--- src/design/gsf_pkg.sv ---
// ----------------------------------------------------------------------------
// Gradient sharpen filter package
// Shared types, register indexes and field widths for the filter block.
// ----------------------------------------------------------------------------
package gsf_pkg;

    // Configuration register indexes
    localparam logic [1:0] CFG_KERNEL = 2'd0;
    localparam logic [1:0] CFG_COLOR  = 2'd1;
    localparam logic [1:0] CFG_WIDTH  = 2'd2;
    localparam logic [1:0] CFG_HEIGHT = 2'd3;

    localparam int CFG_DATA_W = 16;
    localparam int COL_W      = 13;
    localparam int ROW_W      = 16;
    localparam int PIX_W      = 8;
    localparam int LINE_PAIR_W = 2 * PIX_W;

    // Kernel choice
    typedef enum logic [1:0] {
        K_ROBERTS   = 2'd0,
        K_PREWITT   = 2'd1,
        K_SOBEL     = 2'd2,
        K_LAPLACIAN = 2'd3
    } t_kernel;

    // Input transfer payload
    typedef struct packed {
        logic             func;
        logic [PIX_W-1:0] blue;
        logic [PIX_W-1:0] green;
        logic [PIX_W-1:0] red;
    } t_in_item;

    // Output transfer payload
    typedef struct packed {
        logic [PIX_W-1:0] sharpened;
        logic             frame_last;
    } t_out_item;

    // Border and frame flags of the output position
    typedef struct packed {
        logic col_first;
        logic col_last;
        logic row_first;
        logic row_last;
        logic frame_last;
    } t_tap_ctrl;

endpackage

--- src/design/gsf_kernel.sv ---
// ----------------------------------------------------------------------------
// Gradient kernel
// Picks the reflected 3x3 taps, forms the kernel response, then the
// rounded magnitude and the saturated sharpened pixel.
// ----------------------------------------------------------------------------
module gsf_kernel (
    input  logic                           i_clk,
    input  logic                           i_rst_n,
    input  logic                           i_adv,
    input  logic                           i_valid,
    input  gsf_pkg::t_tap_ctrl             i_ctrl,
    input  gsf_pkg::t_kernel               i_kernel,
    input  logic [8:0][gsf_pkg::PIX_W-1:0] i_win,
    output logic                           o_valid,
    output gsf_pkg::t_out_item             o_item
);

    logic [1:0]          col_sel [3];
    logic [1:0]          row_sel [3];
    logic signed [12:0]  pv [3][3];
    logic signed [12:0]  gx;
    logic signed [12:0]  gy;
    logic signed [12:0]  side_l;
    logic signed [12:0]  side_r;
    logic signed [12:0]  side_t;
    logic signed [12:0]  side_b;
    logic signed [12:0]  n_sum;
    logic [3:0]          tap_idx [3][3];

    logic                r_valid;
    logic signed [12:0]  r_sum;
    logic [gsf_pkg::PIX_W-1:0] r_center;
    logic                r_lap;
    logic                r_last;

    logic [11:0]         mag_abs;
    logic [11:0]         mag_q;
    logic [gsf_pkg::PIX_W-1:0] mag_sat;
    logic [gsf_pkg::PIX_W:0]   total;

    // Reflect-101 tap selection
    always_comb begin
        col_sel[0] = i_ctrl.col_first ? 2'd2 : 2'd0;
        col_sel[1] = 2'd1;
        col_sel[2] = i_ctrl.col_last ? col_sel[0] : 2'd2;
        row_sel[0] = i_ctrl.row_first ? 2'd2 : 2'd0;
        row_sel[1] = 2'd1;
        row_sel[2] = i_ctrl.row_last ? row_sel[0] : 2'd2;
        for (int i = 0; i < 3; i++) begin
            for (int j = 0; j < 3; j++) begin
                tap_idx[i][j] = 4'(row_sel[i]) * 4'd3 + 4'(col_sel[j]);
                pv[i][j] = $signed({5'd0, i_win[tap_idx[i][j]]});
            end
        end
    end

    // Kernel response
    always_comb begin
        side_l = pv[0][0] + pv[2][0];
        side_r = pv[0][2] + pv[2][2];
        side_t = pv[0][0] + pv[0][2];
        side_b = pv[2][0] + pv[2][2];
        gx     = '0;
        gy     = '0;
        n_sum  = '0;
        case (i_kernel)
            gsf_pkg::K_ROBERTS: begin
                gx    = pv[0][0] - pv[1][1];
                gy    = pv[0][1] - pv[1][0];
                n_sum = gx + gy;
            end
            gsf_pkg::K_PREWITT: begin
                gx    = (side_r + pv[1][2]) - (side_l + pv[1][0]);
                gy    = (side_t + pv[0][1]) - (side_b + pv[2][1]);
                n_sum = gx + gy;
            end
            gsf_pkg::K_SOBEL: begin
                gx    = (side_r + (pv[1][2] <<< 1)) - (side_l + (pv[1][0] <<< 1));
                gy    = (side_t + (pv[0][1] <<< 1)) - (side_b + (pv[2][1] <<< 1));
                n_sum = gx + gy;
            end
            gsf_pkg::K_LAPLACIAN: begin
                n_sum = (pv[1][1] <<< 2) - pv[0][1] - pv[2][1] - pv[1][0] - pv[1][2];
            end
            default: begin
                n_sum = '0;
            end
        endcase
    end

    // Stage register: valid
    always_ff @(posedge i_clk) begin
        if (!i_rst_n) begin
            r_valid <= 1'b0;
        end else if (i_adv) begin
            r_valid <= i_valid;
        end
    end

    // Stage register: payload
    always_ff @(posedge i_clk) begin
        if (i_adv && i_valid) begin
            r_sum    <= n_sum;
            r_center <= i_win[4'd4 - 4'(i_ctrl.row_first && 1'b0)];
            r_lap    <= (i_kernel == gsf_pkg::K_LAPLACIAN);
            r_last   <= i_ctrl.frame_last;
        end
    end

    // Magnitude, half-to-even halving for pairs, saturate, sharpen
    always_comb begin
        mag_abs = r_sum[12] ? 12'(-r_sum) : 12'(r_sum);
        if (r_lap) begin
            mag_q = mag_abs;
        end else begin
            mag_q = (mag_abs >> 1) + 12'(mag_abs[0] & mag_abs[1]);
        end
        mag_sat = (mag_q > 12'd255) ? 8'd255 : mag_q[7:0];
        total   = {1'b0, mag_sat} + {1'b0, r_center};
        o_item.sharpened  = total[8] ? 8'd255 : total[7:0];
        o_item.frame_last = r_last;
    end

    assign o_valid = r_valid;

endmodule

--- config.mk ---
export PLATFORM = sky130hd
export DESIGN_NAME = gsf_kernel
export DESIGN_NICKNAME = d
export VERILOG_FILES = /design/src/design/gsf_pkg.sv /design/src/design/gsf_kernel.sv
export SDC_FILE = /design/constraint.sdc
export NUM_CORES = 1
export LEC_CHECK = 0
export ABC_AREA = 1
export BUFFER_PORTS_ARGS = -buffer_cell sky130_fd_sc_hd__buf_2
export CORE_MARGIN = 5
export CORE_UTILIZATION = 55
export DETAILED_ROUTE_END_ITERATION = 10
export HOLD_SLACK_MARGIN = 0.06
export PLACE_DENSITY = 0.77
export SLEW_MARGIN = 20
export SYNTH_ARGS = -nofsm -noshare
export SYNTH_HDL_FRONTEND = slang
export SYNTH_SLANG_ARGS = --single-unit
--- constraint.sdc ---
create_clock -name i_clk -period 7 [get_ports i_clk]
set_clock_uncertainty 0.15 [all_clocks]
set_input_delay 0.7 -clock i_clk [delete_from_list [all_inputs] [get_ports i_clk]]
set_output_delay 0.7 -clock i_clk [all_outputs]
set_load 0.1 [all_outputs]
; ---- Word level (Yosys, flattened, before mapping)
; Index checks and enable logic that the tools add are counted.
[classes]
n_addsub = 36
n_mul = 2
magnitude_cmp = 9
n_eq_ne = 3
mux = 25
n_bitwise = 1
n_reduce_logical = 2
[ops]
columns = op, count
row1 = $bmux 8 s4, 8
row2 = $mux 8, 10
row3 = $pmux 13 s4, 1
row4 = $add 9x9->10, 5
row5 = $add 8x8->9, 5
row6 = $sub 10x10->11, 4
row7 = $add 9x8->10, 4
row8 = $lt 4x5->1 const B, 6
row9 = $add 11x11->12, 2
row10 = $mux 12, 2
row11 = $sub 8x8->9, 2
row12 = $add 4x2->4, 4
row13 = $sub 12x9->13, 1
row14 = $sub 13x9->13, 1
row15 = $add 11x1->12, 1
row16 = $gt 12x8->1 const B, 1
row17 = $neg 12->12, 1
row18 = $sub 11x9->12, 1
row19 = $sub 10x8->11, 1
row20 = $lt 3x5->1 const B, 2
row21 = $add 4x1->4 const B, 2
row22 = $mul 2x2->4 const B, 2
row23 = $mux 2, 4
row24 = $add 2x2->3 const A, 2
row25 = other kinds (5), 6
[word_totals]
ff_bits = 24
in_bits = 83
out_inout_bits = 10
wordCells = 83

; ---- Depth between registers and ports, before layout
; Gate-level depths: netlist of the first run.
[logic_depth]
word_depth = 11
mapped_depth = 47
mapped_depth_nobuf = 45

; ---- Worst setup path after synthesis of the first run
; OpenSTA, ideal clock, no wires.
[synth_timing]
kind = input to register
startpoint = input port i_ctrl[4] in the netlist's numbering
endpoint = register r_sum[11], data pin
setup_ps = 260
arrival_time_ps = 6375
required_time_ps = 6590
setup_slack_ps = 214
stages = 40
path_buffers = 2
cell_sequence = inv_1 nand2_2 buf_1 inv_1 ha_1 clkbuf_1 a21oi_1 o21ai_0 nand2_1 o22ai_1 ha_1 fa_1 nand3_1 nand2_1 xor2_1 xor2_1 inv_1 ha_1 [... 4 more ...] a21oi_1 o21ai_0 a21oi_1 nor2_1 o21ai_0 nand3_1 nand2_1 inv_1 ha_1 nand2_1 nor2_1 nand3_1 nand3_1 nand2_1 nand3_1 nand2_1 inv_1 nand3_1
[synth_between]
elab_chain_cells = 10
elab_cells_between_ends = 44
classes_between = add/sub (29) / mux (15)
[synth_rtl]
columns = element, line
row1 = "start, declared", gsf_kernel.sv:11  ; input gsf_pkg::t_tap_ctrl i_ctrl,
row2 = $mux 2 *, gsf_kernel.sv:43  ; col_sel[0] = i_ctrl.col_first ? 2'd2 : 2'd0;
row3 = $mux 2, gsf_kernel.sv:45  ; col_sel[2] = i_ctrl.col_last ? col_sel[0] : 2'd2;
row4 = $add 4x2->4, gsf_kernel.sv:51  ; tap_idx[i][j] = 4'(row_sel[i]) * 4'd3 + 4'(col_sel[j]);
row5 = $bmux 8 s4, gsf_kernel.sv:52  ; pv[i][j] = $signed({5'd0, i_win[tap_idx[i][j]]});
row6 = $mux 8 (not written as such), gsf_kernel.sv:52
row7 = $add 8x8->9 (on tied branches), "gsf_kernel.sv:60, gsf_kernel.sv:61, gsf_kernel.sv:62"
row8 = "$add 9x9->10, or another cell as far along", gsf_kernel.sv:78  ; gx = (side_r + (pv[1][2] <<< 1)) - (side_l + (pv[1][0] <<< 1));
row9 = $sub 10x10->11 (on tied branches), --
row10 = $add 11x11->12 (on tied branches), "gsf_kernel.sv:80, gsf_kernel.sv:75"
row11 = $pmux 13 s4 *, gsf_kernel.sv:66  ; case (i_kernel)
row12 = named net n_sum[11], gsf_kernel.sv:27  ; logic signed [12:0] n_sum;
row13 = "end signal, assigned", gsf_kernel.sv:103  ; r_sum <= n_sum;
row14 = "end, declared", gsf_kernel.sv:31  ; logic signed [12:0] r_sum;
; The timed path passes the listed nets; every way through them passes the cells marked *. The select of a mux whose other input is x is not followed.
; A chain may end at the register's enable or synchronous reset.

; ---- Worst setup path in the final report of the first run
[layout_timing]
startpoint = input port i_ctrl[2] in the netlist's numbering
endpoint = register r_sum[11], data pin
[layout_between]
elab_chain_cells = 11
elab_cells_between_ends = 48
classes_between = add/sub (31) / mul (2) / mux (15)
[layout_rtl]
columns = element, line
row1 = $mux 2 *, gsf_kernel.sv:46  ; row_sel[0] = i_ctrl.row_first ? 2'd2 : 2'd0;
row2 = "parallel branches: the longest is 9 deep, another holds $sub 12x9->13", --
row3 = $pmux 13 s4 *, gsf_kernel.sv:66
row4 = named net n_sum[11], gsf_kernel.sv:27
; Mark *: on every way through the listed nets, which the timed path passes. The select of a mux whose other input is x is not followed.

==> impl_metrics.json, run 1 <==
{
  "outcome": "complete, no violations",
  "fin_crit_sh_pct": 96.0,
  "crit_path_max_incr_delay_ns": 0.49,
  "viasPerCell": 5.51,
  "num_vias": 12800,
  "worstSetupEndpointType": "flop",
  "numCtsBuffers": 3,
  "num_rows": 53,
  "ys_seq_elements": 24,
  "r2r-end": "o_valid",
  "cts_root_buf": "clkbuf_16",
  "hold_viol": 0,
  "cp_common_cell": "nand2_1",
  "clock_path_buffers": 2,
  "synth_edf_count": 23,
  "arrival_ns": 6.59,
  "required_ns": 6.86,
  "wire_per_inst_um": 16.9,
  "critical_path.top_delay_family": "adder cells",
  "r2r_slack_ns": 6.26,
  "die_height_um": 157,
  "synth_top_family_by_area": "adder cells",
  "cts_tree": "built",
  "min_period_ns": 6.72,
  "core-area_sq_um": 21200,
  "dp_hpwl_um": 34600,
  "place_congestion": 1.04,
  "num_io_pins": 93,
  "finalSetupViolCount": 0,
  "multiInputGateArea_sq_um": 9760,
  "worstMarginPinSlew_ns": 1.08,
  "syn_avg_cell_area_sq_um": 6.50,
  "worstHoldEndpoint": "o_valid",
  "h-tree-depth": 1,
  "max-slew-margin-rel_pct": 27.5,
  "synth_async_sr_flop_share_pct": 0,
  "drv_cap": 0,
  "clock_latency_ns": 0.26,
  "synth-xor-area-share_pct": 6.28,
  "routed_wl_um": 39300,
  "cts_sinks": 24,
  "synth_cells": 1823,
  "seqCellArea_sq_um": 711,
  "clkTransAtPathRegs_ns": 0.07,
  "die_width_um": 157,
  "drv_slew": 0,
  "die_area_sq_um": 24600,
  "worstRegToRegCells": 2,
  "yosys.area_share.simple_pct": 22.1,
  "antenna_cells": 0,
  "max_freq_mhz": 149,
  "r2r_start": "o_valid",
  "grtUsageTotal_pct": 31.5,
  "finish.instance_area_sq_um": 14100,
  "first_pass_iters": 6,
  "synthAdderAreaFrac_pct": 31.8,
  "min_from": "o_valid",
  "ys_seq_area_share_pct": 5.99,
  "ant_nets": 0,
  "nFillCells": 1963,
  "grt_pass1_vias": 12100,
  "nets": 2384,
  "critical-path-slowest-cell": "fa_1",
  "antenna_found_initial": 0,
  "drt_iter0_markers": 1143,
  "yosysUniqueCellTypes": 47,
  "setup_tns_ns": 0,
  "min_path_type": "flop to flop",
  "crit_fanout": 18,
  "cp_num_buf_inv": 11,
  "rsz0062_at_grt": "yes",
  "initial_utilization_pct": 56.1,
  "io_buffers": 92,
  "fin_util_pct": 66.5,
  "synth_compound_area_share_pct": 19.8,
  "grt_overflow_total": 0,
  "dpl_cell_area_sq_um": 13700,
  "synth_area_sq_um": 11900,
  "syn2layout_area_growth_pct": 18.7,
  "yosys_warnings": 0,
  "syn_nets": 2162,
  "grt_pass1_wl_um": 61900,
  "critPathLaunchType": "primary input",
  "grt_max_degree": 24,
  "whs_path_depth": 2,
  "crit_type": "primary input to flop",
  "drive_above_1_share_pct": 16.8,
  "synth_mux_area_share_pct": 0.0844,
  "drcViolationCount": 0,
  "ys.flop_type": "edfxtp_1"
}
stage by stage:
step                instances  worst slack [ns]  hold slack [ns]
floorplan                1823             0.214            0.649
global placement         2312            -0.179            0.303
detailed placement       2312            -0.145            0.330
CTS                      2316             0.112            0.341
global route             2319           -0.0818            0.366
finish                   2319             0.278            0.336
per-layer routing:
layer	global-route usage, %	wire (um)	up-vias
met5	0	0	-
met1	44.2	17300	5841
li1	-	-	6370
met2	51.1	17600	512
met3	5.45	3460	59
met4	6.61	861	0
how the worst max path moves through the flow:
stage | from | to | depth (start not counted)
final | i_ctrl[2] | r_sum[11] | 41
after global routing | i_ctrl[2] | r_sum[11] | 40
after CTS | i_ctrl[4] | r_sum[11] | 45
after detailed placement | i_ctrl[4] | r_sum[11] | 45
after global placement | i_ctrl[2] | r_sum[11] | 36
after floorplan | i_ctrl[4] | r_sum[11] | 40
placed cells by master (no fill, tap or decap), types with 3 or more instances in the layout:
cell,count
nor3_1,5
o2111ai_1,3
nand2_2,13
a31oi_1,7
xor2_2,3
o211ai_1,20
nor2_1,68
ha_1,169
nand4_1,28
nor2_2,3
inv_1,394
a21oi_2,9
inv_2,8
edfxtp_1,23
clkbuf_16,3
o21a_1,5
or2_2,15
buf_2,92
fa_1,73
xor2_1,48
ha_4,10
nand3b_1,6
a21boi_0,4
o21ai_0,128
a21o_1,10
o21ai_2,8
o21ai_1,7
nand2_1,359
buf_4,149
o22ai_2,6
o21bai_1,14
nand3_1,97
a21oi_1,176
xnor2_1,33
nand3_2,3
o22ai_1,17
cell type report:
| cell class | instances | area share [%] |
|---|---|---|
| multi-input cells | 1367 | 69.4 |
| repair buffers | 244 | 11.5 |
| inverters | 405 | 10.8 |
| flip-flops and latches | 24 | 5.05 |
| well taps | 275 | 2.44 |
| clock buffers | 3 | 0.533 |
| clock inverters | 1 | 0.213 |
tightest hold or removal path, cell delays in order (launching register included):
cell and delay (ns):
dfxtp_1 0.31, nand2_1 0.06, a21boi_0 0.07
what timing repair did:
| action | in CTS | in global routing |
|---|---|---|
| endpoints found under the setup margin | 0 | 8 |
| hold buffers | 0 | 0 |
| gates resized for setup | 0 | 58 |
| buffers inserted | 0 | 3 |
cell usage after synthesis (all sizes together) (9+ instances only):
cell type    n  area, sq um
inv        403         1510
nand2      374         1440
a21oi      186          946
ha         181         2260
o21ai      145          771
nand3      101          523
fa          75         1500
nor2        73          297
xor2        51          447
xnor2       34          298
nand4       28          175
edfxtp      23          691
o22ai       23          144
o211ai      20          150
clkbuf      18         67.6
or2         17          106
o21bai      16          120
a21o        10         75.1
buf          9         66.3
state kept, by name, summed over array words and instances (netlist names):
name,cells
o_valid,1
r_center,8
r_lap,1
r_last,1
r_sum,13
kinds of logic after synthesis:
family,count (synthesis)
DFF,24
and+or+nand+nor,605
muxes,1
xor gates and xnor gates,85
buffers and inverters,432
adders and majority gates,256
AOI/OAI and AO/OA,420
Power of run 1 is not shown: default switching activity piles up to over one toggle a cycle in this logic, so the estimate is an artifact.
==> run 2, diff against run 1 <==
--- a/config.mk
+++ b/config.mk
@@ -6,12 +6,12 @@
 export NUM_CORES = 1
 export LEC_CHECK = 0
 export ABC_AREA = 1
-export BUFFER_PORTS_ARGS = -buffer_cell sky130_fd_sc_hd__buf_2
 export CORE_MARGIN = 5
 export CORE_UTILIZATION = 55
 export DETAILED_ROUTE_END_ITERATION = 10
+export DONT_BUFFER_PORTS = 1
 export HOLD_SLACK_MARGIN = 0.06
-export PLACE_DENSITY = 0.77
+export PLACE_DENSITY = 0.73
 export SLEW_MARGIN = 20
 export SYNTH_ARGS = -nofsm -noshare
 export SYNTH_HDL_FRONTEND = slang
==> run 2 against run 1 <==
  * Cell area decreased by 8.3%
  * First-iteration DRC count down 16%
  * Sequential share of layout area is 0.46 points higher
  * Hold slack better by 0.035 ns
  * Critical path depth is 8 lower
  * Global-route usage decreased by 0.91 points
  * Flip-flop and latch count did not move
  * Via count shrank 6.2%
  * Cell count is 7.4% lower
  * Maximum frequency increased by 0.78%
  * Largest cell class unchanged
==> impl_metrics.json, run 2 (same netlist as run 1, synthesis figures left out) <==
{
  "largest_reg_flops": 13,
  "cp.depth": 33,
  "min_path_type": "primary input to flop",
  "multiInputGateArea_sq_um": 9660,
  "routed_wl_um": 37700,
  "die_height_um": 157,
  "antenna_found_initial": 0,
  "clkTransAtPathRegs_ns": 0.07,
  "fin_crit_sh_pct": 95.3,
  "initial_utilization_pct": 56.1,
  "cts_tree": "built",
  "worstMarginPinSlew_ns": 1.09,
  "drive_above_1_share_pct": 8.23,
  "h-tree-depth": 1,
  "reg_top3": "r_sum: 13 flops, r_center: 8 flops",
  "crit_path_max_incr_delay_ns": 0.56,
  "num_rows": 53,
  "required_ns": 6.86,
  "r2r_start": "o_valid",
  "die_width_um": 157,
  "drv_slew": 0,
  "finish.instance_area_sq_um": 12900,
  "drt_iter0_markers": 964,
  "r2r_slack_ns": 5.54,
  "grtUsageTotal_pct": 30.6,
  "num_io_pins": 93,
  "core-area_sq_um": 21200,
  "place_congestion": 1.02,
  "outcome": "complete, no violations",
  "critical_path.top_delay_family": "adder cells",
  "critical-path-slowest-cell": "fa_1",
  "r2r-end": "o_valid",
  "use_met3_pct": 3.13,
  "drv_cap": 0,
  "cts_root_buf": "clkbuf_16",
  "die_area_sq_um": 24600,
  "seqCellArea_sq_um": 711,
  "grt_pass1_wl_um": 59900,
  "io_buffers": 0,
  "ant_nets": 0,
  "viasPerCell": 5.59,
  "nets": 2212,
  "use_met1_pct": 41.4,
  "drcViolationCount": 0,
  "clock_path_buffers": 2,
  "worstSetupEndpointType": "flop",
  "critPathLaunchType": "primary input",
  "hold_viol": 0,
  "worst_hold_slack_ns": 0.371,
  "cp-endpoint": "r_sum[7]",
  "crit_type": "primary input to flop",
  "gr-usage-met2_pct": 52.9,
  "wire_per_inst_um": 17.6,
  "dpl_cell_area_sq_um": 12600,
  "max_freq_mhz": 150,
  "grt_max_degree": 29,
  "syn2layout_area_growth_pct": 8.79,
  "first_pass_iters": 5,
  "layout_common_cells": "395 x inv_1, 361 x nand2_1, 183 x a21oi_1",
  "numCtsBuffers": 3,
  "grt_overflow_total": 0,
  "clock_latency_ns": 0.27,
  "arrival_ns": 6.53,
  "timing.critical_path.from": "i_ctrl[2]",
  "top_register": "r_sum",
  "nFillCells": 1989,
  "min_from": "i_ctrl[0]",
  "crit_fanout": 28,
  "worstRegToRegCells": 2,
  "num_vias": 12000,
  "cts_sinks": 24,
  "antenna_cells": 0,
  "rsz0062_at_grt": "yes",
  "min_period_ns": 6.67,
  "grt_pass1_vias": 11300,
  "finalSetupViolCount": 0,
  "max-slew-margin-rel_pct": 27.6,
  "cp_num_buf_inv": 7,
  "layout_commonest_cell": "inv_1",
  "dp_hpwl_um": 33200,
  "top_usage_layer": "met2"
}
-- run 2: final cells by class --
| type | count | share of cell area (%) |
|---|---|---|
| clock buffer | 3 | 0.582 |
| clock inverter | 1 | 0.233 |
| inverter | 405 | 11.8 |
| multi-input combinational | 1367 | 74.9 |
| sequential | 24 | 5.51 |
| tap | 275 | 2.67 |
| timing repair buffer | 72 | 4.29 |
-- run 2: per-layer routing --
layer	up-vias	wire (um)
li1	6022	-
met1	5463	16400
met2	431	17900
met3	75	2400
met4	0	1000
met5	-	0
-- run 2: worst min path at each step --
stage | end | slack (ns) | depth (start not counted)
2_1_floorplan | r_center[0] | 0.65 | 0
3_5_place_dp | r_last | 0.65 | 0
6_report | r_last | 0.37 | 0
3_3_place_gp | r_last | 0.65 | 0
4_1_cts | r_last | 0.37 | 0
5_1_grt | r_center[1] | 0.36 | 0
-- run 2: what timing repair did --
item | in CTS | in global routing
hold buffers | 0 | 0
endpoints found under the setup margin | 0 | 7
setup buffers | 0 | 1
gates resized for setup | 0 | 27
-- run 2: metrics by stage --
| stage | instances | setup TNS (ns) | setup WS [ns] | util (%) |
|---|---|---|---|---|
| 2_1_floorplan | 1823 | 0 | 0.214 | - |
| 3_3_place_gp | 2142 | -0.0676 | -0.0381 | 59.7 |
| 3_5_place_dp | 2142 | -0.0191 | -0.0187 | 59.7 |
| 4_1_cts | 2146 | 0 | 0.253 | 60.2 |
| 5_1_grt | 2147 | -0.0438 | -0.0239 | 61.0 |
| 6_report | 2147 | 0 | 0.330 | 61.0 |
-- run 2: worst register-to-register path, cell delays in order (launching register included) --
cell and delay (ns):
dfxtp_1 0.96, nand2_1 0.10, a21boi_0 0.18
Power of run 2 is left out for the same reason.
==> run 3, diff against run 2 <==
==> constraint.sdc (replaced) <==
create_clock -name i_clk -period 5.9 [get_ports i_clk]
set_clock_uncertainty 0.15 [all_clocks]
set_input_delay 0.59 -clock i_clk [delete_from_list [all_inputs] [get_ports i_clk]]
set_output_delay 0.59 -clock i_clk [all_outputs]
set_load 0.1 [all_outputs]
==> run 3 against run 2 <==
  * The run now ends with setup timing left
  * First-iteration DRC count increased by 22%
  * Utilization increased by 13 points
  * Cell area increased by 22%
  * Register-to-register slack got worse by 1.1 ns
  * Critical path type unchanged
  * Highest routed layer unchanged
==> impl_metrics.json, run 3 (same netlist as run 1, synthesis figures left out) <==
{
  "crit_path_max_incr_delay_ns": 0.56,
  "worstSetupEndpointType": "flop",
  "finalWorstSetupSlack_ns": -0.439,
  "crit_type": "primary input to flop",
  "cts_root_buf": "clkbuf_16",
  "critical_path.top_delay_family": "adder cells",
  "cts_sinks": 24,
  "cp_num_buf_inv": 9,
  "min_path_type": "primary input to flop",
  "ant_nets": 0,
  "max_freq_mhz": 158,
  "rsz0062_at_grt": "yes",
  "clkTransAtPathRegs_ns": 0.06,
  "cp_common_cell": "nand2_1",
  "layout_commonest_cell": "inv_1",
  "required_ns": 5.75,
  "dp_hpwl_um": 35300,
  "hold_viol": 0,
  "first_pass_iters": 9,
  "num_vias": 13300,
  "grt_max_degree": 24,
  "crit_fanout": 17,
  "min_period_ns": 6.34,
  "wire_per_inst_um": 18.1,
  "io_buffers": 0,
  "cts_tree": "built",
  "arrival_ns": 6.19,
  "worstRegToRegCells": 2,
  "fin_crit_sh_pct": 107,
  "antenna_found_initial": 0,
  "drv_slew": 0,
  "cts-hold-fix-buffers": 0,
  "violations": "setup timing",
  "drt_iter0_markers": 1176,
  "drv_cap": 0,
  "place_congestion": 1.05,
  "worst_hold_slack_ns": 0.278,
  "die_width_um": 157,
  "r2r_start": "o_valid",
  "core-area_sq_um": 21200,
  "whs_path_depth": 0,
  "layout_common_cells": "368 x inv_1, 340 x nand2_1, 266 x buf_4",
  "drcViolationCount": 0,
  "grtUsageTotal_pct": 32.7,
  "critPathLaunchType": "primary input",
  "timing.critical_path.from": "i_ctrl[4]",
  "viasPerCell": 5.63,
  "grt_pass1_wl_um": 64000,
  "max-slew-margin-rel_pct": 27.0,
  "h-tree-depth": 1,
  "r2r_slack_ns": 4.45,
  "worstMarginPinSlew_ns": 1.09,
  "drive_above_1_share_pct": 26.4,
  "dpl_cell_area_sq_um": 14300,
  "nets": 2421,
  "outcome": "finished, violations left",
  "reg_top3": "r_sum: 13 flops, r_center: 8 flops",
  "worstHoldEndpoint": "r_last",
  "critical-path-slowest-cell": "fa_1",
  "num_io_pins": 93,
  "num_rows": 53,
  "antenna_cells": 0,
  "syn2layout_area_growth_pct": 32.8,
  "largest_reg_flops": 13,
  "initial_utilization_pct": 56.1,
  "finalSetupViolCount": 9,
  "grt_pass1_vias": 12600,
  "r2r-end": "o_valid",
  "top_register": "r_sum",
  "clock_latency_ns": 0.25,
  "numCtsBuffers": 3,
  "min_from": "i_ctrl[0]",
  "clock_path_buffers": 2,
  "routed_wl_um": 42700,
  "die_height_um": 157,
  "die_area_sq_um": 24600,
  "grt_overflow_total": 0,
  "finish.instance_area_sq_um": 15700,
  "dp_slack_ns": -0.762
}
-- run 3: layout make-up --
| type | count | area [sq um] |
|---|---|---|
| multi-input cells | 1367 | 10900 |
| fillers | 1632 | 5410 |
| repair buffers | 281 | 2160 |
| inverters | 405 | 1540 |
| flip-flops and latches | 24 | 711 |
| well taps | 275 | 344 |
| clock buffers | 4 | 78.8 |
-- run 3: metal layers --
layer | track usage, % | up-vias | part of all wire (%)
met5 | 0 | - | 0
met4 | 13.3 | 0 | 5.2
met3 | 5.67 | 155 | 8.4
met2 | 55.4 | 560 | 47
met1 | 41.3 | 6097 | 40
li1 | - | 6448 | -
-- run 3: worst max-delay path by stage --
stage / endpoint / slack [ns] / depth (start not counted)
4_1_cts: r_sum[12] / -0.24 / 46
2_1_floorplan: r_sum[11] / -0.13 / 44
3_3_place_gp: r_sum[12] / -0.58 / 43
3_5_place_dp: r_sum[12] / -0.76 / 43
6_report: r_sum[10] / -0.44 / 38
5_1_grt: r_sum[10] / -0.66 / 36
-- run 3: repair_timing --
item                       in CTS  in global routing
setup endpoints to repair       9                  9
buffers inserted               28                 21
cloned                          0                  1
pin swaps                      66                 98
resized for setup              77                140
-- run 3: worst register-to-register path, stage by stage (launching register included) --
cell and delay (ns):
dfxtp_1 0.96, nand2_1 0.10, a21boi_0 0.17
-- run 3: stage by stage --
step                      instances  setup TNS [ns]  util (%)
after floorplan                1823          -0.495         -
after global placement         2303           -3.99      67.4
after detailed placement       2303           -5.13      67.4
after CTS                      2334           -1.17      70.4
after global routing           2356           -4.74      74.4
final                          2356           -2.68      74.4
Power of run 3 is left out for the same reason.
